[src/rtl/assert_macros.svh]
// assertion helpers for the rtl
`ifndef ASSERT_MACROS_SVH
`define ASSERT_MACROS_SVH

// same-cycle implication, disabled while in reset
`define SSD_ASSERT_IMPL(label, clk, rst_n, ante, cons) \
    label: assert property (@(posedge clk) disable iff (!(rst_n)) (ante) |-> (cons)) \
        else $error("ssd assertion failed");

// next-cycle implication, disabled while in reset
`define SSD_ASSERT_NEXT(label, clk, rst_n, ante, cons) \
    label: assert property (@(posedge clk) disable iff (!(rst_n)) (ante) |=> (cons)) \
        else $error("ssd assertion failed");

`endif

[src/rtl/ssd_pkg.sv]
package ssd_pkg;

    localparam int MODE_W = 2;
    localparam int SID_W = 4;
    localparam int SEED_W = 64;
    localparam int STREAM_COUNT_DEF = 16;

    localparam logic [MODE_W-1:0] MODE_DERIVE = 2'd0;
    localparam logic [MODE_W-1:0] MODE_SET = 2'd1;
    localparam logic [MODE_W-1:0] MODE_READ = 2'd2;

    localparam logic [SEED_W-1:0] DEFAULT_MASTER = 64'h2006200420062004;
    localparam logic [SEED_W-1:0] GOLDEN = 64'h9E3779B97F4A7C15;
    localparam logic [SEED_W-1:0] SALT = 64'h0211202502112025;
    localparam logic [SEED_W-1:0] MIX_K1 = 64'hff51afd7ed558ccd;
    localparam logic [SEED_W-1:0] MIX_K2 = 64'hc4ceb9fe1a85ec53;
    localparam int MIX_SHIFT = 33;

    typedef enum logic [2:0] {
        SRC_IDX,
        SRC_SID,
        SRC_MASTER,
        SRC_FINAL,
        SRC_SALT
    } t_mix_src;

    typedef enum logic [1:0] {
        B_HOLD,
        B_MASTER,
        B_OVR,
        B_MIX
    } t_base_sel;

    typedef enum logic [2:0] {
        RES_HOLD,
        RES_SEED,
        RES_MASTER_W,
        RES_MIX,
        RES_BASE,
        RES_ZERO
    } t_res_sel;

    typedef struct packed {
        logic      latch;
        logic      mix_start;
        t_mix_src  mix_src;
        logic      a_load;
        t_base_sel b_sel;
        t_res_sel  res_sel;
        logic      master_write;
        logic      ovr_write;
        logic      out_load;
    } t_cmd;

    typedef struct packed {
        logic [MODE_W-1:0] mode;
        logic              is_master;
        logic              ovr_hit;
        logic              seed_zero;
        logic              mix_done;
    } t_status;

endpackage

[src/rtl/ssd_in_if.sv]
interface ssd_in_if;
    logic                         valid;
    logic                         ready;
    logic [ssd_pkg::MODE_W-1:0]   mode;
    logic [ssd_pkg::SID_W-1:0]    stream_id;
    logic [ssd_pkg::SEED_W-1:0]   substream_index;
    logic [ssd_pkg::SEED_W-1:0]   seed_value;

    modport source (output valid, mode, stream_id, substream_index, seed_value, input ready);
    modport sink (input valid, mode, stream_id, substream_index, seed_value, output ready);
endinterface

[src/rtl/ssd_out_if.sv]
interface ssd_out_if;
    logic                         valid;
    logic                         ready;
    logic [ssd_pkg::SEED_W-1:0]   seed_out;

    modport source (output valid, seed_out, input ready);
    modport sink (input valid, seed_out, output ready);
endinterface

[src/rtl/ssd_mixer.sv]
module ssd_mixer (
    input  logic                       i_clk,
    input  logic                       i_rst_n,
    input  logic                       i_start,
    input  logic [ssd_pkg::SEED_W-1:0] i_value,
    output logic                       o_done,
    output logic [ssd_pkg::SEED_W-1:0] o_result
);
    import ssd_pkg::*;
    `include "assert_macros.svh"

    logic              r_busy;
    logic              r_done;
    logic [2:0]        r_step;
    logic [SEED_W-1:0] r_v;
    logic [SEED_W-1:0] r_acc;

    logic [31:0]       w_mul_a;
    logic [31:0]       w_mul_b;
    logic [63:0]       w_prod;
    logic [SEED_W-1:0] w_k;

    // three 32x32 partial products give the low 64 bits of each multiply
    assign w_k = r_step[2] ? MIX_K2 : MIX_K1;
    assign w_mul_a = (r_step[1:0] == 2'd1) ? r_v[63:32] : r_v[31:0];
    assign w_mul_b = (r_step[1:0] == 2'd2) ? w_k[63:32] : w_k[31:0];
    assign w_prod = {32'd0, w_mul_a} * {32'd0, w_mul_b};

    always_ff @(posedge i_clk) begin
        if (!i_rst_n) begin
            r_busy <= 1'b0;
            r_done <= 1'b0;
            r_step <= 3'd0;
        end else begin
            r_done <= 1'b0;
            if (i_start) begin
                r_v <= i_value ^ (i_value >> MIX_SHIFT);
                r_busy <= 1'b1;
                r_step <= 3'd0;
            end else if (r_busy) begin
                r_step <= r_step + 3'd1;
                case (r_step[1:0])
                    2'd0: r_acc <= w_prod;
                    2'd1, 2'd2: r_acc <= r_acc + {w_prod[31:0], 32'd0};
                    default: r_v <= r_acc ^ (r_acc >> MIX_SHIFT);
                endcase
                if (r_step == 3'd7) begin
                    r_busy <= 1'b0;
                    r_done <= 1'b1;
                end
            end
        end
    end

    assign o_done = r_done;
    assign o_result = r_v;

    `SSD_ASSERT_IMPL(a_no_restart, i_clk, i_rst_n, i_start, !r_busy)
    `SSD_ASSERT_IMPL(a_done_idle, i_clk, i_rst_n, r_done, !r_busy)
    `SSD_ASSERT_NEXT(a_last_step_done, i_clk, i_rst_n, r_busy && (r_step == 3'd7) && !i_start,
        r_done && !r_busy)

endmodule

[src/rtl/ssd_datapath.sv]
module ssd_datapath #(
    parameter int STREAM_COUNT = ssd_pkg::STREAM_COUNT_DEF
) (
    input  logic                       i_clk,
    input  logic                       i_rst_n,
    input  logic                       i_cfg_we,
    input  logic [ssd_pkg::SID_W-1:0]  i_cfg_wdata,
    input  logic [ssd_pkg::MODE_W-1:0] i_mode,
    input  logic [ssd_pkg::SID_W-1:0]  i_stream_id,
    input  logic [ssd_pkg::SEED_W-1:0] i_substream_index,
    input  logic [ssd_pkg::SEED_W-1:0] i_seed_value,
    output logic [ssd_pkg::SEED_W-1:0] o_seed_out,
    input  ssd_pkg::t_cmd              i_cmd,
    output ssd_pkg::t_status           o_status
);
    import ssd_pkg::*;

    localparam int IDX_W = (STREAM_COUNT > 1) ? $clog2(STREAM_COUNT) : 1;

    logic [SID_W-1:0]        r_master_id;
    logic [SEED_W-1:0]       r_master;
    logic [STREAM_COUNT-1:0] r_valid;
    logic [SEED_W-1:0]       r_ovr [STREAM_COUNT];
    logic [SEED_W-1:0]       r_rdata;

    logic [MODE_W-1:0]       r_mode;
    logic [SID_W-1:0]        r_sid;
    logic [SEED_W-1:0]       r_idx;
    logic [SEED_W-1:0]       r_seed;
    logic [SEED_W-1:0]       r_a;
    logic [SEED_W-1:0]       r_b;
    logic [SEED_W-1:0]       r_res;
    logic [SEED_W-1:0]       r_out;

    logic [SEED_W-1:0]       n_res;
    logic [SEED_W-1:0]       n_master;
    logic [SEED_W-1:0]       w_mix_in;
    logic [SEED_W-1:0]       w_mix_res;
    logic                    w_mix_done;
    logic [IDX_W-1:0]        w_addr;
    logic                    w_in_range;
    logic                    w_seed_zero;

    assign w_addr = IDX_W'(r_sid);
    assign w_in_range = (32'(r_sid) < STREAM_COUNT);
    assign w_seed_zero = (r_seed == '0);
    assign n_master = w_seed_zero ? DEFAULT_MASTER : r_seed;

    always_comb begin
        case (i_cmd.mix_src)
            SRC_IDX: w_mix_in = r_idx + GOLDEN;
            SRC_SID: w_mix_in = SEED_W'(r_sid) + GOLDEN;
            SRC_MASTER: w_mix_in = r_master ^ w_mix_res;
            SRC_FINAL: w_mix_in = r_b + r_a;
            SRC_SALT: w_mix_in = SEED_W'(r_sid) ^ SALT;
            default: w_mix_in = '0;
        endcase
    end

    always_comb begin
        case (i_cmd.res_sel)
            RES_SEED: n_res = r_seed;
            RES_MASTER_W: n_res = n_master;
            RES_MIX: n_res = w_mix_res;
            RES_BASE: n_res = r_b;
            RES_ZERO: n_res = '0;
            default: n_res = r_res;
        endcase
    end

    ssd_mixer u_mixer (
        .i_clk(i_clk),
        .i_rst_n(i_rst_n),
        .i_start(i_cmd.mix_start),
        .i_value(w_mix_in),
        .o_done(w_mix_done),
        .o_result(w_mix_res)
    );

    always_ff @(posedge i_clk) begin
        if (!i_rst_n) begin
            r_master_id <= '0;
            r_master <= DEFAULT_MASTER;
            r_valid <= '0;
        end else begin
            if (i_cfg_we) begin
                r_master_id <= i_cfg_wdata;
            end
            if (i_cmd.master_write) begin
                r_master <= n_master;
            end
            if (i_cmd.ovr_write && w_in_range) begin
                r_valid[w_addr] <= 1'b1;
            end
        end
    end

    // override store
    always_ff @(posedge i_clk) begin
        if (i_cmd.ovr_write && w_in_range) begin
            r_ovr[w_addr] <= n_res;
        end
        r_rdata <= r_ovr[w_addr];
    end

    always_ff @(posedge i_clk) begin
        if (i_cmd.latch) begin
            r_mode <= i_mode;
            r_sid <= i_stream_id;
            r_idx <= i_substream_index;
            r_seed <= i_seed_value;
        end
        if (i_cmd.a_load) begin
            r_a <= w_mix_res;
        end
        case (i_cmd.b_sel)
            B_MASTER: r_b <= r_master;
            B_OVR: r_b <= r_rdata;
            B_MIX: r_b <= w_mix_res;
            default: r_b <= r_b;
        endcase
        r_res <= n_res;
        if (i_cmd.out_load) begin
            r_out <= r_res;
        end
    end

    assign o_seed_out = r_out;
    assign o_status.mode = r_mode;
    assign o_status.is_master = (r_sid == r_master_id);
    assign o_status.ovr_hit = w_in_range && r_valid[w_addr];
    assign o_status.seed_zero = w_seed_zero;
    assign o_status.mix_done = w_mix_done;

endmodule

[src/rtl/ssd_ctrl.sv]
module ssd_ctrl (
    input  logic             i_clk,
    input  logic             i_rst_n,
    input  logic             i_in_valid,
    output logic             o_in_ready,
    output logic             o_out_valid,
    input  logic             i_out_ready,
    output ssd_pkg::t_cmd    o_cmd,
    input  ssd_pkg::t_status i_status
);
    import ssd_pkg::*;

    typedef enum logic [3:0] {
        S_IDLE,
        S_DISPATCH,
        S_W_IDX,
        S_BASE,
        S_W_SID,
        S_W_MASTER,
        S_AFTER_BASE,
        S_W_FINAL,
        S_W_SALT,
        S_DONE
    } t_state;

    t_state r_state;
    t_state n_state;
    logic   r_out_valid;
    logic   w_out_free;

    assign w_out_free = !r_out_valid || i_out_ready;

    always_comb begin
        n_state = r_state;
        o_cmd = '0;
        o_cmd.mix_src = SRC_IDX;
        o_cmd.b_sel = B_HOLD;
        o_cmd.res_sel = RES_HOLD;
        unique case (r_state)
            S_IDLE: begin
                if (i_in_valid) begin
                    o_cmd.latch = 1'b1;
                    n_state = S_DISPATCH;
                end
            end
            S_DISPATCH: begin
                unique case (i_status.mode)
                    MODE_DERIVE: begin
                        o_cmd.mix_start = 1'b1;
                        o_cmd.mix_src = SRC_IDX;
                        n_state = S_W_IDX;
                    end
                    MODE_SET: begin
                        if (i_status.is_master) begin
                            o_cmd.master_write = 1'b1;
                            o_cmd.res_sel = RES_MASTER_W;
                            n_state = S_DONE;
                        end else if (!i_status.seed_zero) begin
                            o_cmd.res_sel = RES_SEED;
                            o_cmd.ovr_write = 1'b1;
                            n_state = S_DONE;
                        end else begin
                            o_cmd.mix_start = 1'b1;
                            o_cmd.mix_src = SRC_SALT;
                            n_state = S_W_SALT;
                        end
                    end
                    MODE_READ: n_state = S_BASE;
                    default: begin
                        o_cmd.res_sel = RES_ZERO;
                        n_state = S_DONE;
                    end
                endcase
            end
            S_W_IDX: begin
                if (i_status.mix_done) begin
                    o_cmd.a_load = 1'b1;
                    n_state = S_BASE;
                end
            end
            S_BASE: begin
                if (i_status.is_master) begin
                    o_cmd.b_sel = B_MASTER;
                    n_state = S_AFTER_BASE;
                end else if (i_status.ovr_hit) begin
                    o_cmd.b_sel = B_OVR;
                    n_state = S_AFTER_BASE;
                end else begin
                    o_cmd.mix_start = 1'b1;
                    o_cmd.mix_src = SRC_SID;
                    n_state = S_W_SID;
                end
            end
            S_W_SID: begin
                if (i_status.mix_done) begin
                    o_cmd.mix_start = 1'b1;
                    o_cmd.mix_src = SRC_MASTER;
                    n_state = S_W_MASTER;
                end
            end
            S_W_MASTER: begin
                if (i_status.mix_done) begin
                    o_cmd.b_sel = B_MIX;
                    n_state = S_AFTER_BASE;
                end
            end
            S_AFTER_BASE: begin
                if (i_status.mode == MODE_DERIVE) begin
                    o_cmd.mix_start = 1'b1;
                    o_cmd.mix_src = SRC_FINAL;
                    n_state = S_W_FINAL;
                end else begin
                    o_cmd.res_sel = RES_BASE;
                    n_state = S_DONE;
                end
            end
            S_W_FINAL: begin
                if (i_status.mix_done) begin
                    o_cmd.res_sel = RES_MIX;
                    n_state = S_DONE;
                end
            end
            S_W_SALT: begin
                if (i_status.mix_done) begin
                    o_cmd.res_sel = RES_MIX;
                    o_cmd.ovr_write = 1'b1;
                    n_state = S_DONE;
                end
            end
            S_DONE: begin
                if (w_out_free) begin
                    o_cmd.out_load = 1'b1;
                    n_state = S_IDLE;
                end
            end
            default: n_state = S_IDLE;
        endcase
    end

    always_ff @(posedge i_clk) begin
        if (!i_rst_n) begin
            r_state <= S_IDLE;
            r_out_valid <= 1'b0;
        end else begin
            r_state <= n_state;
            if (o_cmd.out_load) begin
                r_out_valid <= 1'b1;
            end else if (i_out_ready) begin
                r_out_valid <= 1'b0;
            end
        end
    end

    assign o_in_ready = (r_state == S_IDLE);
    assign o_out_valid = r_out_valid;

endmodule

[src/rtl/stream_seed_derivation_top.sv]
// Stream seed derivation: each input item gives exactly one seed_out item. Mode 0 derives the
// final seed for (stream_id, substream_index), mode 1 stores a stream seed and echoes it, mode 2
// returns the stream base seed, mode 3 returns zero. One item is worked on at a time; the next is
// taken once the current result sits in the output register, even while that result still waits.
// Results come from passes through the shared 64-bit mixer; every 64-bit multiply in a pass is
// built from three products on one 32x32 multiplier. Mode 0 needs two or four passes, mode 2
// zero or two passes, mode 1 one pass for an override write of zero and otherwise none.
// master_stream_id is written through i_cfg_we and i_cfg_wdata; the user must do so only while
// the block is idle, which the block itself does not enforce. Stream ids at or above STREAM_COUNT
// have no override storage and use the mixed master seed unless they are the master stream.
module stream_seed_derivation_top #(
    parameter int STREAM_COUNT = ssd_pkg::STREAM_COUNT_DEF
) (
    input  logic                      i_clk,
    input  logic                      i_rst_n,
    input  logic                      i_cfg_we,
    input  logic [ssd_pkg::SID_W-1:0] i_cfg_wdata,
    ssd_in_if.sink                    i_in,
    ssd_out_if.source                 o_out
);
    import ssd_pkg::*;

    t_cmd    w_cmd;
    t_status w_status;

    ssd_ctrl u_ctrl (
        .i_clk(i_clk),
        .i_rst_n(i_rst_n),
        .i_in_valid(i_in.valid),
        .o_in_ready(i_in.ready),
        .o_out_valid(o_out.valid),
        .i_out_ready(o_out.ready),
        .o_cmd(w_cmd),
        .i_status(w_status)
    );

    ssd_datapath #(
        .STREAM_COUNT(STREAM_COUNT)
    ) u_datapath (
        .i_clk(i_clk),
        .i_rst_n(i_rst_n),
        .i_cfg_we(i_cfg_we),
        .i_cfg_wdata(i_cfg_wdata),
        .i_mode(i_in.mode),
        .i_stream_id(i_in.stream_id),
        .i_substream_index(i_in.substream_index),
        .i_seed_value(i_in.seed_value),
        .o_seed_out(o_out.seed_out),
        .i_cmd(w_cmd),
        .o_status(w_status)
    );

endmodule

[src/flat_wrapper.sv]
// flat-port wrapper written by rule: the top's interface ports become plain ports
module stream_seed_derivation_top_flat import ssd_pkg::*;
#(
    parameter int STREAM_COUNT = ssd_pkg::STREAM_COUNT_DEF
)
  (i_clk, i_rst_n, i_cfg_we, i_cfg_wdata, i_in_valid, i_in_mode, i_in_stream_id, i_in_substream_index, i_in_seed_value, i_in_ready, o_out_valid, o_out_seed_out, o_out_ready);
  ssd_in_if i_in_i ();
  ssd_out_if o_out_i ();
  input  logic i_clk;
  input  logic i_rst_n;
  input  logic i_cfg_we;
  input  logic [ssd_pkg::SID_W-1:0] i_cfg_wdata;
  input wire logic [$bits(i_in_i.valid)-1:0] i_in_valid;
  input wire logic [$bits(i_in_i.mode)-1:0] i_in_mode;
  input wire logic [$bits(i_in_i.stream_id)-1:0] i_in_stream_id;
  input wire logic [$bits(i_in_i.substream_index)-1:0] i_in_substream_index;
  input wire logic [$bits(i_in_i.seed_value)-1:0] i_in_seed_value;
  output wire logic [$bits(i_in_i.ready)-1:0] i_in_ready;
  output wire logic [$bits(o_out_i.valid)-1:0] o_out_valid;
  output wire logic [$bits(o_out_i.seed_out)-1:0] o_out_seed_out;
  input wire logic [$bits(o_out_i.ready)-1:0] o_out_ready;
  assign i_in_i.valid = i_in_valid;
  assign i_in_i.mode = i_in_mode;
  assign i_in_i.stream_id = i_in_stream_id;
  assign i_in_i.substream_index = i_in_substream_index;
  assign i_in_i.seed_value = i_in_seed_value;
  assign i_in_ready = i_in_i.ready;
  assign o_out_valid = o_out_i.valid;
  assign o_out_seed_out = o_out_i.seed_out;
  assign o_out_i.ready = o_out_ready;
  stream_seed_derivation_top #(.STREAM_COUNT(STREAM_COUNT)) u_core (.i_clk(i_clk), .i_rst_n(i_rst_n), .i_cfg_we(i_cfg_we), .i_cfg_wdata(i_cfg_wdata), .i_in(i_in_i), .o_out(o_out_i));
endmodule
[config.mk]
export PLATFORM = sky130hd
export DESIGN_NAME = stream_seed_derivation_top_flat
export DESIGN_NICKNAME = d
export VERILOG_FILES = /design/src/rtl/ssd_pkg.sv /design/src/rtl/ssd_in_if.sv /design/src/rtl/ssd_out_if.sv /design/src/rtl/ssd_mixer.sv /design/src/rtl/ssd_datapath.sv /design/src/rtl/ssd_ctrl.sv /design/src/rtl/stream_seed_derivation_top.sv /design/src/flat_wrapper.sv
export VERILOG_INCLUDE_DIRS = /design/src /design/src/rtl
export SDC_FILE = /design/constraint.sdc
export NUM_CORES = 2
export LEC_CHECK = 0
export BUFFER_PORTS_ARGS = -buffer_cell sky130_fd_sc_hd__buf_2
export CAP_MARGIN = 40
export CORE_MARGIN = 1.5
export CORE_UTILIZATION = 56
export DETAILED_ROUTE_END_ITERATION = 10
export PLACE_DENSITY = 0.75
export SLEW_MARGIN = 20
export SYNTH_ARGS = -nofsm -noshare
export SYNTH_HDL_FRONTEND = slang
export SYNTH_SLANG_ARGS = --single-unit
export TNS_END_PERCENT = 50
[constraint.sdc]
create_clock -name i_clk -period 12.2 [get_ports i_clk]
set_input_delay 3.05 -clock i_clk [delete_from_list [all_inputs] [get_ports i_clk]]
set_output_delay 3.05 -clock i_clk [all_outputs]
set_load 0.01 [all_outputs]
# After elaboration in Yosys (flattened, before gate mapping)

Memories as Yosys holds them, arrays and structs flattened. A register that Yosys moved wholly into a read port is not among the register bits.
Cells that the tools add are included.

$add $sub $neg: 5
$mul: 1
Magnitude comparators: 2
Eq/ne operators: 34
Multiplexer cells: 66
Bitwise gates (word level): 8
Reductions and logical operators: 21

Operators by type and width:

| cell                                                                   | number |
|---|---|
| 64-bit one-hot mux with 5 select lines                                 | 2 |
| 64-bit 2-to-1 mux                                                      | 4 |
| 64-bit one-hot mux with 3 select lines                                 | 1 |
| 64-bit adder                                                           | 2 |
| 64-bit one-hot mux with 2 select lines                                 | 1 |
| 64-bit by 31-bit XOR with 64-bit output                                | 2 |
| 4-bit by 64-bit adder with 64-bit output (second input constant)       | 1 |
| 64-bit adder (second input constant)                                   | 1 |
| 64-bit logical NOT                                                     | 1 |
| 32-bit by 32-bit multiplier with 64-bit output                         | 1 |
| 32-bit 2-to-1 mux                                                      | 2 |
| 64-bit XOR                                                             | 1 |
| 62-bit 2-to-1 mux                                                      | 1 |
| 4-bit 2-to-1 mux                                                       | 14 |
| 4-bit one-hot mux with 9 select lines                                  | 1 |
| 1-bit 2-to-1 mux                                                       | 22 |
| 4-bit by 3-bit equality test with 1-bit output (second input constant) | 4 |
| 2-bit 2-to-1 mux                                                       | 8 |
| 16-bit bitwise OR                                                      | 1 |
| 4-bit one-hot mux with 4 select lines                                  | 1 |
| 2-bit NOT with 14-bit output                                           | 1 |
| 3-bit by 2-bit equality test with 1-bit output (second input constant) | 4 |
| 3-bit equality test (second input constant)                            | 4 |
| 4-bit one-hot mux with 3 select lines                                  | 1 |
| other kinds (34)                                                       | 56 |

Register bits: 612
Bits in writable memories: 1024
Input bits: 143
Output and inout port bits: 66
Word-level logic and storage cells: 156
Memories: 1

Memories:

| name                    | depth | width | read ports | clocked after Yosys merged registers in | write ports | RTL line           | RTL |
|---|---|---|---|---|---|---|---|
| u_core.u_datapath.r_ovr | 16    | 64    | 1          | 1                                       | 1           | ssd_datapath.sv:23 | `logic [SEED_W-1:0] r_ovr [STREAM_COUNT];` |

# Logic depth before layout (Yosys ltp)

Depth in word-level cells: 9
Mapped depth: 44
Mapped depth without buffers: 41

# Modules after synthesis

A second synthesis with hierarchy kept.

Cell total of the unflattened synthesis: 7668
Area total of the unflattened synthesis: 101992.8 um^2

Modules (own cells, without submodules):

| module       | instances | cells an instance | area an instance (um^2) |
|---|---|---|---|
| ssd_datapath | 1         | 3925              | 64548.2 |
| ssd_mixer    | 1         | 3644              | 36764.0 |
| ssd_ctrl     | 1         | 99                | 680.7 |

# Worst setup path after synthesis

OpenSTA, ideal clock, no wires.

Path kind: flip-flop to flip-flop
Start point: register u_core.u_datapath.u_mixer.r_step[0]
End point: register u_core.u_datapath.u_mixer.r_acc[61] (data pin)
Setup time: 0.268 ns
Data arrival time: 9.313 ns
Required time: 11.932 ns
Slack: 2.620 ns
Cell stages (with the launch flop): 37
Path buffers: 3
Period minus slack after synthesis: 9.580 ns
Cell sequence: dfxtp_1 ha_1 clkbuf_1 buf_1 clkbuf_1 mux2_2 inv_2 nor2_1 fa_1 inv_1 fa_1 inv_1 fa_1 inv_1 fa_1 inv_1 fa_1 inv_1 fa_1 inv_1 fa_1 fa_1 ha_1 nand2_1 a21o_1 o21ai_0 or3b_2 o221ai_1 o21bai_1 xor2_1 ha_1 and3_1 a21o_1 and3_1 a311oi_1 xor2_1 mux2i_1

Cells in the longest elaborated chain, start to end: 5
Elaborated cells on any way between the ends: 9
Classes of those cells: add/sub (1); mul (1); eq/ne (2); mux (3); reduce/logical (2)

Ends and longest elaborated chain:

| item                                                                                         | RTL line                                          | RTL |
|---|---|---|
| from (decl)                                                                                  | ssd_mixer.sv:14                                   | `logic [2:0] r_step;` |
| from (signal assigned)                                                                       | ssd_mixer.sv:41                                   | `r_step <= r_step + 3'd1;` |
| 2-bit by 1-bit equality test with 1-bit output / 2-bit equality test (equally long branches) | ssd_mixer.sv:25, ssd_mixer.sv:42, ssd_mixer.sv:26 |  |
| 32-bit 2-to-1 mux (on tied branches)                                                         | ssd_mixer.sv:25, ssd_mixer.sv:26                  |  |
| 32-bit by 32-bit multiplier with 64-bit output                                               | ssd_mixer.sv:27                                   | `assign w_prod = {32'd0, w_mul_a} * {32'd0, w_mul_b};` |
| 64-bit adder                                                                                 | ssd_mixer.sv:44                                   | `2'd1, 2'd2: r_acc <= r_acc + {w_prod[31:0], 32'd0};` |
| 64-bit one-hot mux with 2 select lines *                                                     | ssd_mixer.sv:42                                   | `case (r_step[1:0])` |
| to (signal assigned)                                                                         | ssd_mixer.sv:43                                   | `2'd0: r_acc <= w_prod;` |
| to (signal assigned)                                                                         | ssd_mixer.sv:44                                   |  |
| to (decl)                                                                                    | ssd_mixer.sv:16                                   | `logic [SEED_W-1:0] r_acc;` |

Every way passes the cells marked *; elsewhere a longest branch is shown, timed or not.
A chain may end at the register's enable or synchronous reset.

# Worst setup path in the final report

Same ends and word-level chain as after synthesis.

==> results.py <==
metrics = {
    "worst_setup_path": {
        "slowest_delay_ps": 730,
        "cpMostUsedCell": "fa_1",
        "worst_r2r_endpoint": "u_core.u_datapath.u_mixer.r_acc[61]$_DFFE_PP_",
        "ff2ff_path_depth": 30,
        "critPathLaunchType": "register",
        "critPathSlowestCell": "ha_2",
        "worstSetupPathType": "register to register",
        "r2r_setup_slack_ps": 820,
        "critical_path.endpoint": "u_core.u_datapath.u_mixer.r_acc[61]$_DFFE_PP_",
        "r2r_start": "u_core.u_datapath.u_mixer.r_step[0]$_SDFFE_PP0P_",
        "crit_arrival_ps": 11950,
        "worstPathMaxFanout": 20,
        "end_kind": "register",
        "crit_start": "u_core.u_datapath.u_mixer.r_step[0]$_SDFFE_PP0P_",
        "required_ps": 12770,
    },
    "sta": {
        "slew-limit-headroom_pct": 17.9,
        "setup-tns-final_ps": 0,
        "rsz0062_at_grt": "no",
        "fmax_ghz": 0.0878,
        "min_period_over_period_pct": 93.3,
        "worst_pin_slew_ps": 1230,
        "slew_violations": 0,
        "setup_viol": 0,
        "hold_viol_final": 0,
        "skew_ps": 89.6,
        "layout_min_cycle_time_ps": 11380,
    },
    "global_route": {
        "gr-total-overflow": 0,
        "grt_max_degree": 125,
        "grt_first_pass_wirelength_mm": 500,
        "antenna_found_initial": 19,
        "grt_use_total_pct": 38.9,
        "grt_pass1_vias": 68200,
    },
    "route": {
        "initialDrtViolationCount": 10100,
        "vias": 68400,
        "drcViolationCount": 0,
        "wl_per_cell_um": 33.5,
        "first_pass_iters": 10,
        "antenna_left": 0,
        "drt-vias-per-instance": 6.52,
        "postRouteWirelength_mm": 351,
    },
    "layout": {
        "drive_gt1_share_pct": 14.0,
        "instances_no_fill": 10500,
        "nets": 9380,
        "finalInstanceArea_mm2": 0.112,
        "area_delta_synth_final_pct": 11.3,
    },
    "cts": {
        "root_buffer": "clkbuf_16",
        "cts_hold_buf": 0,
        "cts_tree": "built",
        "clkLatencyLatePin_ps": 850,
        "cts.htree.levels": 4,
        "path_clk_slew_ps": 60,
        "cts_resized": 0,
        "cts_setup_buffers": 0,
        "cts_sinks": 1700,
        "numCtsBuffers": 170,
        "clockBufferDepth": 3,
    },
    "yosys": {
        "syn_area_mm2": 0.101,
        "synth-seq-area-share_pct": 48.3,
        "synth-edff-count": 1478,
        "synthArstFlopShare_pct": 0,
        "synthFlopType": "edfxtp_1",
        "synth_cell_types": 89,
        "yosysWarnings": 0,
        "syn-instance-count": 7658,
        "syn_avg_cell_area_um2": 13.2,
        "synth_nets": 9066,
        "ys_seq_elements": 1700,
    },
    "flow_run": {
        "drv_cap": 0,
    },
    "die": {
        "dieHeight_um": 428,
        "die_w_um": 428,
        "rows": 155,
        "core_area_mm2": 0.179,
        "pin_count": 209,
        "start_util_pct": 56.5,
        "dieArea_mm2": 0.183,
    },
    "placed_design": {
        "port-buffer-count": 208,
        "gp_congestion": 1.07,
        "dp_hpwl_mm": 259,
        "dp.cells": 10100,
        "dpl_cell_area_mm2": 0.106,
    },
    "min_path": {
        "hold_path.class": "register to register",
        "holdPathStages": 0,
    },
    "status": {
        "status": "complete, no violations",
    },
}
## placed cells by master, fill, tap and decap left out, types with 37 or more instances in the layout
cell type     n
mux2i_1      37
buf_2       216
a21oi_1     337
ha_1        400
dfxtp_1     222
nand3_1      65
nand4_1      49
a22oi_1      83
edfxtp_1   1478
xor2_1      148
inv_1       991
a31oi_1      50
fa_1        863
buf_4       197
a21o_1       83
nor2_1      483
nand2b_1     47
o21a_1       40
nor3_1       57
nand2_1     606
o21ai_0     193
clkbuf_16   174
mux4_2      324
xnor2_1     162
a222oi_1     60
a21boi_0     66
and2_1       54
## worst max-delay path: cells and delay by family (launching register included)
| kind | cells | cell delay [ps] |
|---|---|---|
| adders and majority gates | 10 | 5390 |
| xor gates and xnor gates | 1 | 230 |
| AOI/OAI and AO/OA | 6 | 2030 |
| and+or+nand+nor | 5 | 1200 |
| buffers and inverters | 6 | 1280 |
| DFF | 1 | 400 |
| muxes | 2 | 500 |
## layer usage
| metal | up-vias | global-route usage (%) | share of wire, % | routed length, µm |
|---|---|---|---|---|
| met2 | 4927 | 56.8 | 44 | 154000 |
| met5 | - | 0 | 0.024 | 85 |
| met1 | 35000 | 56.0 | 39 | 137000 |
| li1 | 27700 | - | - | - |
| met4 | 14 | 14.5 | 4.5 | 15700 |
| met3 | 775 | 10.5 | 13 | 45000 |
## state kept, by name, indices dropped and copies added, names as in the netlist, 4 cells and up
name and flops:
u_core.u_datapath.r_valid 16, u_core.u_datapath.r_rdata 64, u_core.u_datapath.o_seed_out 64, u_core.u_datapath.r_sid 4
u_core.u_datapath.u_mixer.o_result 64, u_core.u_datapath.r_ovr 1024, u_core.u_datapath.r_a 64, u_core.u_datapath.r_seed 64
u_core.u_ctrl.r_state 4, u_core.u_datapath.r_master 64, u_core.u_datapath.r_res 64, u_core.u_datapath.u_mixer.r_acc 64
u_core.u_datapath.r_b 64, u_core.u_datapath.r_master_id 4, u_core.u_datapath.r_idx 64
## per-stage QoR
stage               utilization [%]  setup slack (ps)  hold WS (ps)
floorplan                         -              2620           409
global placement               58.8               651           412
detailed placement             59.4               882           415
CTS                            62.7               881           415
global route                   62.8               415           424
finish                         62.9               816           428
## layout make-up
class	instances	area (µm²)
clock inverters	96	1160
fillers	13300	66400
flip-flops and latches	1700	48800
diodes	6	15.0
well taps	2355	2950
inverters	1006	3780
repair buffers	459	3480
clock buffers	224	4710
multi-input cells	4635	47500
## cell usage after synthesis, types with 148 or more instances
cell type,instances,share of area [%]
a21oi_1,338,1.7
clkbuf_1,253,0.94
dfxtp_1,222,4.4
edfxtp_1,1478,44
fa_1,863,17
ha_1,402,5.0
inv_1,991,3.7
mux4_2,324,7.2
nand2_1,608,2.3
nor2_1,501,1.9
o21ai_0,195,0.97
xnor2_1,162,1.4
xor2_1,148,1.3
## cell families after synthesis
family	share of synthesized area [%]
flip-flops	48.3
AND/OR/NAND/NOR	6.63
AO/OA/AOI/OAI	7.51
buffers and inverters	4.95
XOR/XNOR	2.69
other	0.00371
adder cells (fa/ha/maj)	22.1
multiplexers	7.80
## worst min path at each step
stage / start / to / slack (ps)
5_1_grt: u_core.u_datapath.r_res[11]$_DFF_P_ / u_core.u_datapath.o_seed_out[11]$_DFFE_PP_ / 420
6_report: u_core.u_datapath.r_res[11]$_DFF_P_ / u_core.u_datapath.o_seed_out[11]$_DFFE_PP_ / 430
2_1_floorplan: u_core.u_datapath.r_res[0]$_DFF_P_ / u_core.u_datapath.o_seed_out[0]$_DFFE_PP_ / 410
3_5_place_dp: u_core.u_datapath.r_res[44]$_DFF_P_ / u_core.u_datapath.o_seed_out[44]$_DFFE_PP_ / 410
4_1_cts: u_core.u_datapath.r_res[11]$_DFF_P_ / u_core.u_datapath.o_seed_out[11]$_DFFE_PP_ / 420
3_3_place_gp: u_core.u_datapath.r_res[4]$_DFF_P_ / u_core.u_datapath.o_seed_out[4]$_DFFE_PP_ / 410
Power is left out: the tool's default activity adds up to more than one toggle a clock period on the data nets, which glitch-free logic cannot reach.
